**src/rtl/crlf_pkg.sv**
```systemverilog
// Package with shared types and constants for the CR LF record deframer.
`default_nettype none

package crlf_pkg;

    localparam int unsigned COUNT_W = 16;

    localparam logic [7:0] CR_BYTE = 8'h0D;
    localparam logic [7:0] LF_BYTE = 8'h0A;

    typedef enum logic [1:0] {
        ST_IDLE,
        ST_EMIT,
        ST_NOTICE
    } state_t;

    typedef struct packed {
        logic accept_byte;
        logic advance;
        logic show_notice;
    } cmd_t;

    typedef struct packed {
        logic record_end;
        logic len_zero;
        logic len_over;
        logic overflow;
        logic idx_last;
    } status_t;

endpackage

`default_nettype wire

```
**src/rtl/crlf_ctrl.sv**
```systemverilog
// Controller state machine that sequences byte intake, record emission and drop notices.
`default_nettype none

module crlf_ctrl (
    input  wire logic              clk,
    input  wire logic              rst_n,
    input  wire logic              in_valid,
    output logic                   in_ready,
    output logic                   out_valid,
    input  wire logic              out_ready,
    input  wire crlf_pkg::status_t status,
    output crlf_pkg::cmd_t         cmd
);

    crlf_pkg::state_t state_reg;
    crlf_pkg::state_t state_next;

    always_ff @(posedge clk or negedge rst_n)
    begin
        if (!rst_n)
        begin
            state_reg <= crlf_pkg::ST_IDLE;
        end
        else
        begin
            state_reg <= state_next;
        end
    end

    always_comb
    begin
        state_next = state_reg;
        unique case (state_reg)
            crlf_pkg::ST_IDLE:
            begin
                if (in_valid)
                begin
                    priority if (status.record_end)
                    begin
                        priority if (status.len_over)
                        begin
                            state_next = crlf_pkg::ST_NOTICE;
                        end
                        else if (status.len_zero)
                        begin
                            state_next = crlf_pkg::ST_IDLE;
                        end
                        else
                        begin
                            state_next = crlf_pkg::ST_EMIT;
                        end
                    end
                    else if (status.overflow)
                    begin
                        state_next = crlf_pkg::ST_NOTICE;
                    end
                    else
                    begin
                        state_next = crlf_pkg::ST_IDLE;
                    end
                end
            end
            crlf_pkg::ST_EMIT:
            begin
                if (out_ready && status.idx_last)
                begin
                    state_next = crlf_pkg::ST_IDLE;
                end
            end
            crlf_pkg::ST_NOTICE:
            begin
                if (out_ready)
                begin
                    state_next = crlf_pkg::ST_IDLE;
                end
            end
            default:
            begin
                state_next = crlf_pkg::ST_IDLE;
            end
        endcase
    end

    always_comb
    begin
        in_ready        = 1'b0;
        out_valid       = 1'b0;
        cmd.accept_byte = 1'b0;
        cmd.advance     = 1'b0;
        cmd.show_notice = 1'b0;
        unique case (state_reg)
            crlf_pkg::ST_IDLE:
            begin
                in_ready        = 1'b1;
                cmd.accept_byte = in_valid;
            end
            crlf_pkg::ST_EMIT:
            begin
                out_valid   = 1'b1;
                cmd.advance = out_ready;
            end
            crlf_pkg::ST_NOTICE:
            begin
                out_valid       = 1'b1;
                cmd.show_notice = 1'b1;
            end
            default:
            begin
                in_ready = 1'b0;
            end
        endcase
    end

endmodule

`default_nettype wire

```
**src/rtl/crlf_dpath.sv**
```systemverilog
// Datapath with the record store, pending count, held CR flag and emission index.
`default_nettype none

module crlf_dpath #(
    parameter int unsigned MAX_RECORD  = 64,
    parameter int unsigned MAX_PENDING = 128
) (
    input  wire logic              clk,
    input  wire logic              rst_n,
    input  wire logic [7:0]        data_byte,
    input  wire crlf_pkg::cmd_t    cmd,
    output crlf_pkg::status_t      status,
    output logic [7:0]             record_byte,
    output logic                   last_of_record,
    output logic                   drop_notice
);

    localparam int unsigned IDX_W = (MAX_RECORD > 1) ? $clog2(MAX_RECORD) : 1;
    localparam int unsigned LEN_W = $clog2(MAX_RECORD + 1);
    localparam logic [crlf_pkg::COUNT_W-1:0] REC_LIMIT = crlf_pkg::COUNT_W'(MAX_RECORD);
    localparam logic [crlf_pkg::COUNT_W-1:0] PEND_LIMIT = crlf_pkg::COUNT_W'(MAX_PENDING);

    logic [7:0] store_mem [0:MAX_RECORD-1];

    logic [crlf_pkg::COUNT_W-1:0] count_reg;
    logic [crlf_pkg::COUNT_W-1:0] count_next;
    logic                         held_cr_reg;
    logic                         held_cr_next;
    logic [IDX_W-1:0]             idx_reg;
    logic [IDX_W-1:0]             idx_next;
    logic [LEN_W-1:0]             len_reg;
    logic [LEN_W-1:0]             len_next;
    logic [7:0]                   rd_data_reg;
    logic [crlf_pkg::COUNT_W-1:0] len_full;
    logic                         store_write;

    assign len_full = count_reg - crlf_pkg::COUNT_W'(1);

    assign status.record_end = held_cr_reg && (data_byte == crlf_pkg::LF_BYTE);
    assign status.len_zero   = (len_full == '0);
    assign status.len_over   = (len_full > REC_LIMIT);
    assign status.overflow   = (count_reg >= PEND_LIMIT);
    assign status.idx_last   = ({{(LEN_W + 1 - IDX_W){1'b0}}, idx_reg}
                               == ({1'b0, len_reg} - (LEN_W + 1)'(1)));

    assign store_write = cmd.accept_byte && !status.record_end && (count_reg < REC_LIMIT);

    always_comb
    begin
        count_next   = count_reg;
        held_cr_next = held_cr_reg;
        idx_next     = idx_reg;
        len_next     = len_reg;
        if (cmd.accept_byte)
        begin
            if (status.record_end)
            begin
                count_next   = '0;
                held_cr_next = 1'b0;
                idx_next     = '0;
                len_next     = len_full[LEN_W-1:0];
            end
            else if (status.overflow)
            begin
                count_next   = '0;
                held_cr_next = 1'b0;
            end
            else
            begin
                count_next   = count_reg + crlf_pkg::COUNT_W'(1);
                held_cr_next = (data_byte == crlf_pkg::CR_BYTE);
            end
        end
        else if (cmd.advance)
        begin
            idx_next = idx_reg + IDX_W'(1);
        end
    end

    always_ff @(posedge clk or negedge rst_n)
    begin
        if (!rst_n)
        begin
            count_reg   <= '0;
            held_cr_reg <= 1'b0;
            idx_reg     <= '0;
            len_reg     <= '0;
        end
        else
        begin
            count_reg   <= count_next;
            held_cr_reg <= held_cr_next;
            idx_reg     <= idx_next;
            len_reg     <= len_next;
        end
    end

    always_ff @(posedge clk)
    begin
        if (store_write)
        begin
            store_mem[count_reg[IDX_W-1:0]] <= data_byte;
        end
        rd_data_reg <= store_mem[idx_next];
    end

    assign record_byte    = cmd.show_notice ? 8'h00 : rd_data_reg;
    assign last_of_record = cmd.show_notice || status.idx_last;
    assign drop_notice    = cmd.show_notice;

endmodule

`default_nettype wire

```
**src/rtl/crlf_record_deframer.sv**
```systemverilog
// Top level of the CR LF record deframer: controller, datapath and checks.
//
// Channel   Direction  Handshake              Payload
// input     in         in_valid / in_ready    data_byte
// output    out        out_valid / out_ready  record_byte, last_of_record, drop_notice
//
// Input is taken only while idle; the block holds in_ready low while results go out.
// Records stream one byte per cycle while out_ready is high, via the registered store read port.
// A drop notice is a single output transaction; an empty record produces nothing.
// Reset clears the pending count and held CR at once; the record store needs no clearing.
// A stalled output holds its transaction and the input stays blocked until it is taken.
`default_nettype none

module crlf_record_deframer #(
    parameter int unsigned MAX_RECORD  = 64,
    parameter int unsigned MAX_PENDING = 128
) (
    input  wire logic       clk,
    input  wire logic       rst_n,
    input  wire logic       in_valid,
    output logic            in_ready,
    input  wire logic [7:0] data_byte,
    output logic            out_valid,
    input  wire logic       out_ready,
    output logic [7:0]      record_byte,
    output logic            last_of_record,
    output logic            drop_notice
);

    crlf_pkg::cmd_t    cmd;
    crlf_pkg::status_t status;

    crlf_ctrl u_ctrl (
        .clk       (clk),
        .rst_n     (rst_n),
        .in_valid  (in_valid),
        .in_ready  (in_ready),
        .out_valid (out_valid),
        .out_ready (out_ready),
        .status    (status),
        .cmd       (cmd)
    );

    crlf_dpath #(
        .MAX_RECORD  (MAX_RECORD),
        .MAX_PENDING (MAX_PENDING)
    ) u_dpath (
        .clk            (clk),
        .rst_n          (rst_n),
        .data_byte      (data_byte),
        .cmd            (cmd),
        .status         (status),
        .record_byte    (record_byte),
        .last_of_record (last_of_record),
        .drop_notice    (drop_notice)
    );

    // The block never takes input while a result is on offer.
    assert property (@(posedge clk) disable iff (!rst_n)
        !(in_ready && out_valid))
        else $error("input and output offered together");

    // After the final transaction of a record or notice, input is taken again.
    assert property (@(posedge clk) disable iff (!rst_n)
        (out_valid && out_ready && last_of_record) |=> in_ready)
        else $error("block did not return to intake after a record");

    // Only an LF can start the emission of record bytes.
    assert property (@(posedge clk) disable iff (!rst_n)
        (in_valid && in_ready && (data_byte != crlf_pkg::LF_BYTE))
        |=> !(out_valid && !drop_notice))
        else $error("record emission started without LF");

endmodule

`default_nettype wire
```
**config.mk**
```make
export PLATFORM = sky130hd
export DESIGN_NAME = crlf_record_deframer
export DESIGN_NICKNAME = d
export VERILOG_FILES = /design/src/rtl/crlf_pkg.sv /design/src/rtl/crlf_ctrl.sv /design/src/rtl/crlf_dpath.sv /design/src/rtl/crlf_record_deframer.sv
export SDC_FILE = /design/constraint.sdc
export NUM_CORES = 1
export LEC_CHECK = 0
export ABC_AREA = 1
export BUFFER_PORTS_ARGS = -buffer_cell sky130_fd_sc_hd__buf_2
export CORE_UTILIZATION = 35
export CTS_BUF_LIST = sky130_fd_sc_hd__clkbuf_2
export CTS_CLUSTER_DIAMETER = 40
export DETAILED_ROUTE_END_ITERATION = 8
export PLACE_DENSITY = 0.49
export SLEW_MARGIN = 20
export SYNTH_ARGS = -nofsm -noshare
export SYNTH_HDL_FRONTEND = slang
export SYNTH_SLANG_ARGS = --single-unit
```
**constraint.sdc**
```tcl
create_clock -name clk -period 3.8 [get_ports clk]
set_clock_uncertainty 0.2 [all_clocks]
set_input_delay 0.76 -clock clk [delete_from_list [all_inputs] [get_ports clk]]
set_output_delay 0.76 -clock clk [all_outputs]
set_load 0.01 [all_outputs]
```
# Yosys cells after proc, flatten, opt, wreduce, memory -nomap -nowiden
# Memory sizes are Yosys's and may differ from the RTL's. A register that Yosys moved wholly into a read port is not among the register bits.
# Cells that the tools add are included.
[word_totals] ff_bits=32 ramBits=512 wordCells=55 mem_count=1
[mem_list] name="u_dpath.store_mem" words=64 word_bits=8 rd=1 rd_ports_with_merged_regs=1 write_ports=1 line="crlf_dpath.sv:23" text="logic [7:0] store_mem [0:MAX_RECORD-1];"
[op_classes] addsub=4 order_cmp=3 n_eq_ne=8 mux=23 n_reduce_logical=11
[ops] cell="$mux 16" n=2
[ops] cell="$mux 6" n=3
[ops] cell="$add 16x1->16 const B" n=1
[ops] cell="$eq 8x4->1 const B" n=2
[ops] cell="$ge 16x8->1 const B" n=1
[ops] cell="$gt 16x7->1 const B" n=1
[ops] cell="$logic_not 16->1" n=1
[ops] cell="$lt 16x7->1 const B" n=1
[ops] cell="$sub 16x1->16 const B" n=1
[ops] cell="$mux 2" n=6
[ops] cell="$mux 1" n=10
[ops] cell="$eq 6x8->1" n=1
[ops] cell="$mux 8" n=1
[ops] cell="$sub 7x1->8 const B" n=1
[ops] cell="$add 6x1->6 const B" n=1
[ops] cell="$pmux 2 s3" n=1
[ops] cell="$logic_and 1x1->1" n=4
[ops] cell="$ne 2x2->1 const B" n=2
[ops] cell="$reduce_and 3->1" n=1
[ops] cell="$eq 2x1->1 const B" n=1
[ops] cell="$eq 2x2->1 const B" n=1
[ops] cell="$logic_not 2->1" n=1
[ops] cell="$ne 2x1->1 const B" n=1
[ops] cell="$reduce_and 2->1" n=1
[ops] cell="3 further kinds" n=3

# Logic depth before layout (Yosys ltp)
[depth] ltp_word=7 ltp_mapped=19

# Cells and area by module
# Synthesis repeated with hierarchy kept, for this count alone.
[unflattened] hier_cells=2391 area_unflattened_um2=25234.2
[by_module_without_submodules] module="crlf_dpath" instances=1 cells_per_inst=2356 area_each_um2=25021.5 seq_area_each_um2=16285.6
[by_module_without_submodules] module="crlf_ctrl" instances=1 cells_per_inst=35 area_each_um2=212.7 seq_area_each_um2=50.0

# Least setup slack after synthesis
# No wires, ideal clock.
[synth_path] path_type="input port to flip-flop" start="in data_byte[4]" end="mem u_dpath.store_mem[63][0] (enable)" setup_ns=0.395 t_arrival_ns=2.301 t_required_ns=3.205 setup_slack_ns=0.904 cell_stages=10 path_cell_list="inv_1 -> nand2_1 -> nor2_2 -> nand2_1 -> nand2_1 -> nor2_2 -> inv_2 -> nor2_4 -> inv_2 -> nor4_1"
[synth_between] elab_chain_cells=7
[synth_rtl] element="start, declared" line="crlf_record_deframer.sv:22" text="input wire logic [7:0] data_byte,"
[synth_rtl] element="$eq 8x4->1" line="crlf_dpath.sv:39" text="assign status.record_end = held_cr_reg && (data_byte == crlf_pkg::LF_BYTE);"
[synth_rtl] element="$logic_and 1x1->1" line="crlf_dpath.sv:39"
[synth_rtl] element="$logic_not 1->1" line="crlf_dpath.sv:46" text="assign store_write = cmd.accept_byte && !status.record_end && (count_reg < REC_LIMIT);"
[synth_rtl] element="$logic_and 1x1->1 (2 in series)" line="crlf_dpath.sv:46"
[synth_rtl] element="$mux 1" line="crlf_dpath.sv:100" text="if (store_write)"
[synth_rtl] element="$mux 1 (not written as such)" line="crlf_dpath.sv:102" text="store_mem[count_reg[IDX_W-1:0]] <= data_byte;"
[synth_rtl] element="end, declared" line="crlf_dpath.sv:23"
# Every way passes these cells.

# Worst setup path after layout
[layout_path] start="reg u_dpath.len_reg[0]" end="out last_of_record"
[layout_between] elab_chain_cells=3
[layout_rtl] element="start, declared" line="crlf_dpath.sv:31" text="logic [LEN_W-1:0] len_reg;"
[layout_rtl] element="start signal, assigned" line="crlf_dpath.sv:94" text="len_reg <= len_next;"
[layout_rtl] element="$sub 7x1->8" line="crlf_dpath.sv:44" text="== ({1'b0, len_reg} - (LEN_W + 1)'(1)));"
[layout_rtl] element="$eq 6x8->1" line="crlf_dpath.sv:44"
[layout_rtl] element="$logic_or 1x1->1" line="crlf_dpath.sv:108" text="assign last_of_record = cmd.show_notice || status.idx_last;"
[layout_rtl] element="end, declared" line="crlf_record_deframer.sv:26" text="output logic last_of_record,"
# Every way passes these cells.

==> flow_summary.yaml <==
critical_path:
  crit_chain: "inv_2, ha_4, or2_4, a22oi_2, nand4_1, nor2_2, nand2_1, nand2_1, buf_2"
  crit_top_cell: "nand2_1"
  crit_buf_inv: 2
  cp_top_family: "simple AND/OR/NAND/NOR gates"
  cp.arrival_ns: 2.91
  worstPathMaxFanout: 4
  path_class: "reg2out"
  critPathRequiredTime_ns: 2.84
  start_kind: "flop"
  cp-end-kind: "output pin"
  cpPeakStageDelay_ns: 0.41
  worst_path_max_delay_cell: "dfrtp_1"
timing:
  period_share: 1.02
  setup_viol: 1
  worst_slack_ns: -0.0658
  drv_slew: 0
  max_slew_margin: 0.271
  hold_viol_final: 0
  finalSetupTns_ns: -0.0658
  fin_crit_ns: 3.87
  max_freq_ghz: 0.259
  hold_ws_ns: 0.219
  rsz0062_at_grt: "true"
  worstMarginPinSlew_ns: 1.09
global_route:
  grt_pass1_vias: 17801
  grt_antenna_before_repair: 4
  grt_use_total: 0.211
  grt_pass1_wl_mm: 112
  grt_remaining_overflow: 0
  grt_start_max_net_pins: 189
clock_tree:
  cts.sinks: 552
  numCtsBuffers: 153
  cts_buffer_depth: 3
  clock_latency_ns: 1.33
  cts_tree: "done"
  clk_pin_slew_ns: 0.10
  cts_max_level: 4
  clockRootBuffer: "clkbuf_2"
detailed_routing:
  drt-wirelength-per-cell_um: 20.8
  ant_nets: 0
  vias: 17760
  routed_via_density: 4.99
  dr.pass1.iters: 6
  drtIter0Drc: 1581
  route.detailed.drc: 0
  drt_wl_total_mm: 74.1
floorplanning:
  rows: 97
  die_y_um: 269
  ios: 24
  die_x_um: 269
  start_util: 0.355
  die_area_um2: 72300
  coreArea_um2: 70300
pwr:
  ir_drop_mv: 0.250
  leakage_nw: 11.2
  powerDensity_nw_per_um2: 447
finish:
  largest_register_ffs: 512
  layoutNonFillerInstCount: 3562
  area_growth_pct: 14.8
  drive_gt1_frac: 0.171
  nets: 2516
logic_synthesis:
  syn_inst: 2321
  synth.distinct_cells: 40
  mappedNetlistArea_um2: 24900
  ys_seq_elements: 552
  yosysWarnings: 0
  synth_nets: 2341
  yosysSeqAreaShare: 0.656
  avgSynthCellArea_um2: 10.7
placed_design:
  dp_cells: 3261
  place_congestion: 0.843
  hpwlAfterDp_mm: 44.3
  port_buffers: 23
worst_hold_path:
  hold_class: "in2reg"
status:
  violations: "setup timing"
  status: "complete, but fails checks"
run:
  cap_violations: 0
==> timing repair <==
action / in CTS / in global routing
pin swaps: 2 / 0
buffers inserted: 2 / 0
hold buffers: 18 / 0
endpoints found under the setup margin: 7 / 2
hold endpoints to repair: 501 / 0
gates resized for setup: 7 / 1
==> power breakdown <==
part | internal [W] | switching [W]
Sequential | 0.00682 | 0.0000989
Combinational | 0.000245 | 0.000780
Clock | 0.00228 | 0.00257
==> path summary, 6_finish.rpt <==
kind	end	slack [ns]	cells past startpoint	start
hold / removal	u_ctrl.state_reg[1]	0.22	6	out_ready
setup reg to reg	u_dpath.rd_data_reg[6]	0.32	14	u_ctrl.state_reg[0]
max in group asynchronous	u_dpath.idx_reg[3]	2.92	4	rst_n
setup / recovery	last_of_record	-0.07	9	u_dpath.len_reg[0]
hold reg to reg	u_dpath.held_cr_reg	0.31	2	u_dpath.held_cr_reg
min in group asynchronous	u_dpath.len_reg[2]	0.26	4	rst_n
==> Yosys cell counts, drive strengths merged <==
cell | instances | area, µm²
edfxtp | 512 | 15400
nand3 | 501 | 2530
nand2 | 390 | 1480
inv | 326 | 1220
nand3b | 192 | 1440
buf | 117 | 637
nor2 | 95 | 377
o21ai | 50 | 262
dfrtp | 32 | 801
nor3 | 22 | 115
clkbuf | 17 | 63.8
or2 | 10 | 62.6
dfxtp | 8 | 160
ha | 8 | 100
nand4 | 8 | 50.1
xor2 | 8 | 70.1
a21oi | 7 | 35.0
nor4 | 3 | 25.0
o21a | 3 | 22.5
clkinv | 2 | 7.51
mux2 | 2 | 22.5
nor3b | 2 | 15.0
xnor2 | 2 | 17.5
a211oi | 1 | 7.51
a22oi | 1 | 7.51
o22ai | 1 | 6.26
o31ai | 1 | 7.51
==> cell type report <==
type | count | area [µm²]
flip-flops and latches | 552 | 16300
diodes | 1 | 2.50
repair buffers | 154 | 1500
fillers | 6830 | 41700
well taps | 940 | 1180
clock inverters | 41 | 405
multi-input cells | 1307 | 6740
inverters | 328 | 1240
clock buffers | 239 | 1200
==> stage by stage <==
stage / total power (W) / area, µm² / util / setup WS [ns]
2_1_floorplan: 0.00747 / 24900 / - / 0.904
3_3_place_gp: 0.00804 / 26700 / 0.381 / -0.459
3_5_place_dp: 0.00805 / 26700 / 0.381 / -0.0664
4_1_cts: 0.0129 / 28600 / 0.407 / -0.236
5_1_grt: 0.0133 / 28600 / 0.407 / -0.367
6_report: 0.0128 / 28600 / 0.407 / -0.0658
==> worst min-delay path: stages <==
cell and delay [ns]:
dlygate4sd3_1 0.52, buf_2 0.13, nand3_1 0.07, a21oi_1 0.09, nand3_1 0.07, nand2_1 0.06
==> cell usage in the layout, fill, tap and decap left out, types with 2 or more instances in the layout <==
cell	synthesis	layout
buf_2	86	23
nor2_2	2	5
nor3_2	1	5
buf_4	18	85
nand3_2	2	2
nand3b_1	192	192
o21ai_0	47	47
bufinv_16	0	9
or2_2	10	9
nand2_1	386	386
nor2_1	91	88
mux2_2	2	2
xnor2_1	2	2
nand3_1	498	498
nand4_1	8	8
nor4_2	1	2
edfxtp_1	512	512
nor3_1	21	17
clkbuf_2	0	239
o21ai_2	3	2
dfrtp_1	32	32
inv_1	317	315
xor2_1	8	8
nor3b_1	2	2
nand2_2	3	2
nor2_4	2	2
o21a_1	3	3
dfxtp_1	8	8
clkinv_1	2	23
dlygate4sd3_1	0	17
a21oi_1	7	6
ha_1	8	6
buf_12	0	29
clkinv_2	0	5
inv_2	9	13
==> layer usage <==
metal,part of all wire,vias up,global-route usage
li1,-,8374,-
met1,0.45,8703,0.287
met2,0.46,576,0.325
met3,0.066,107,0.0528
met4,0.024,0,0.0799
met5,0,-,0
==> cell families after synthesis <==
group	Yosys count	synth area share
mux	2	0.000904
xor+xnor	10	0.00351
compound gates	64	0.0140
buf+inv	462	0.0775
simple gates	1223	0.245
flops	552	0.656
fa+ha+maj	8	0.00402
Note: power is estimated with default switching activity, not from simulation.
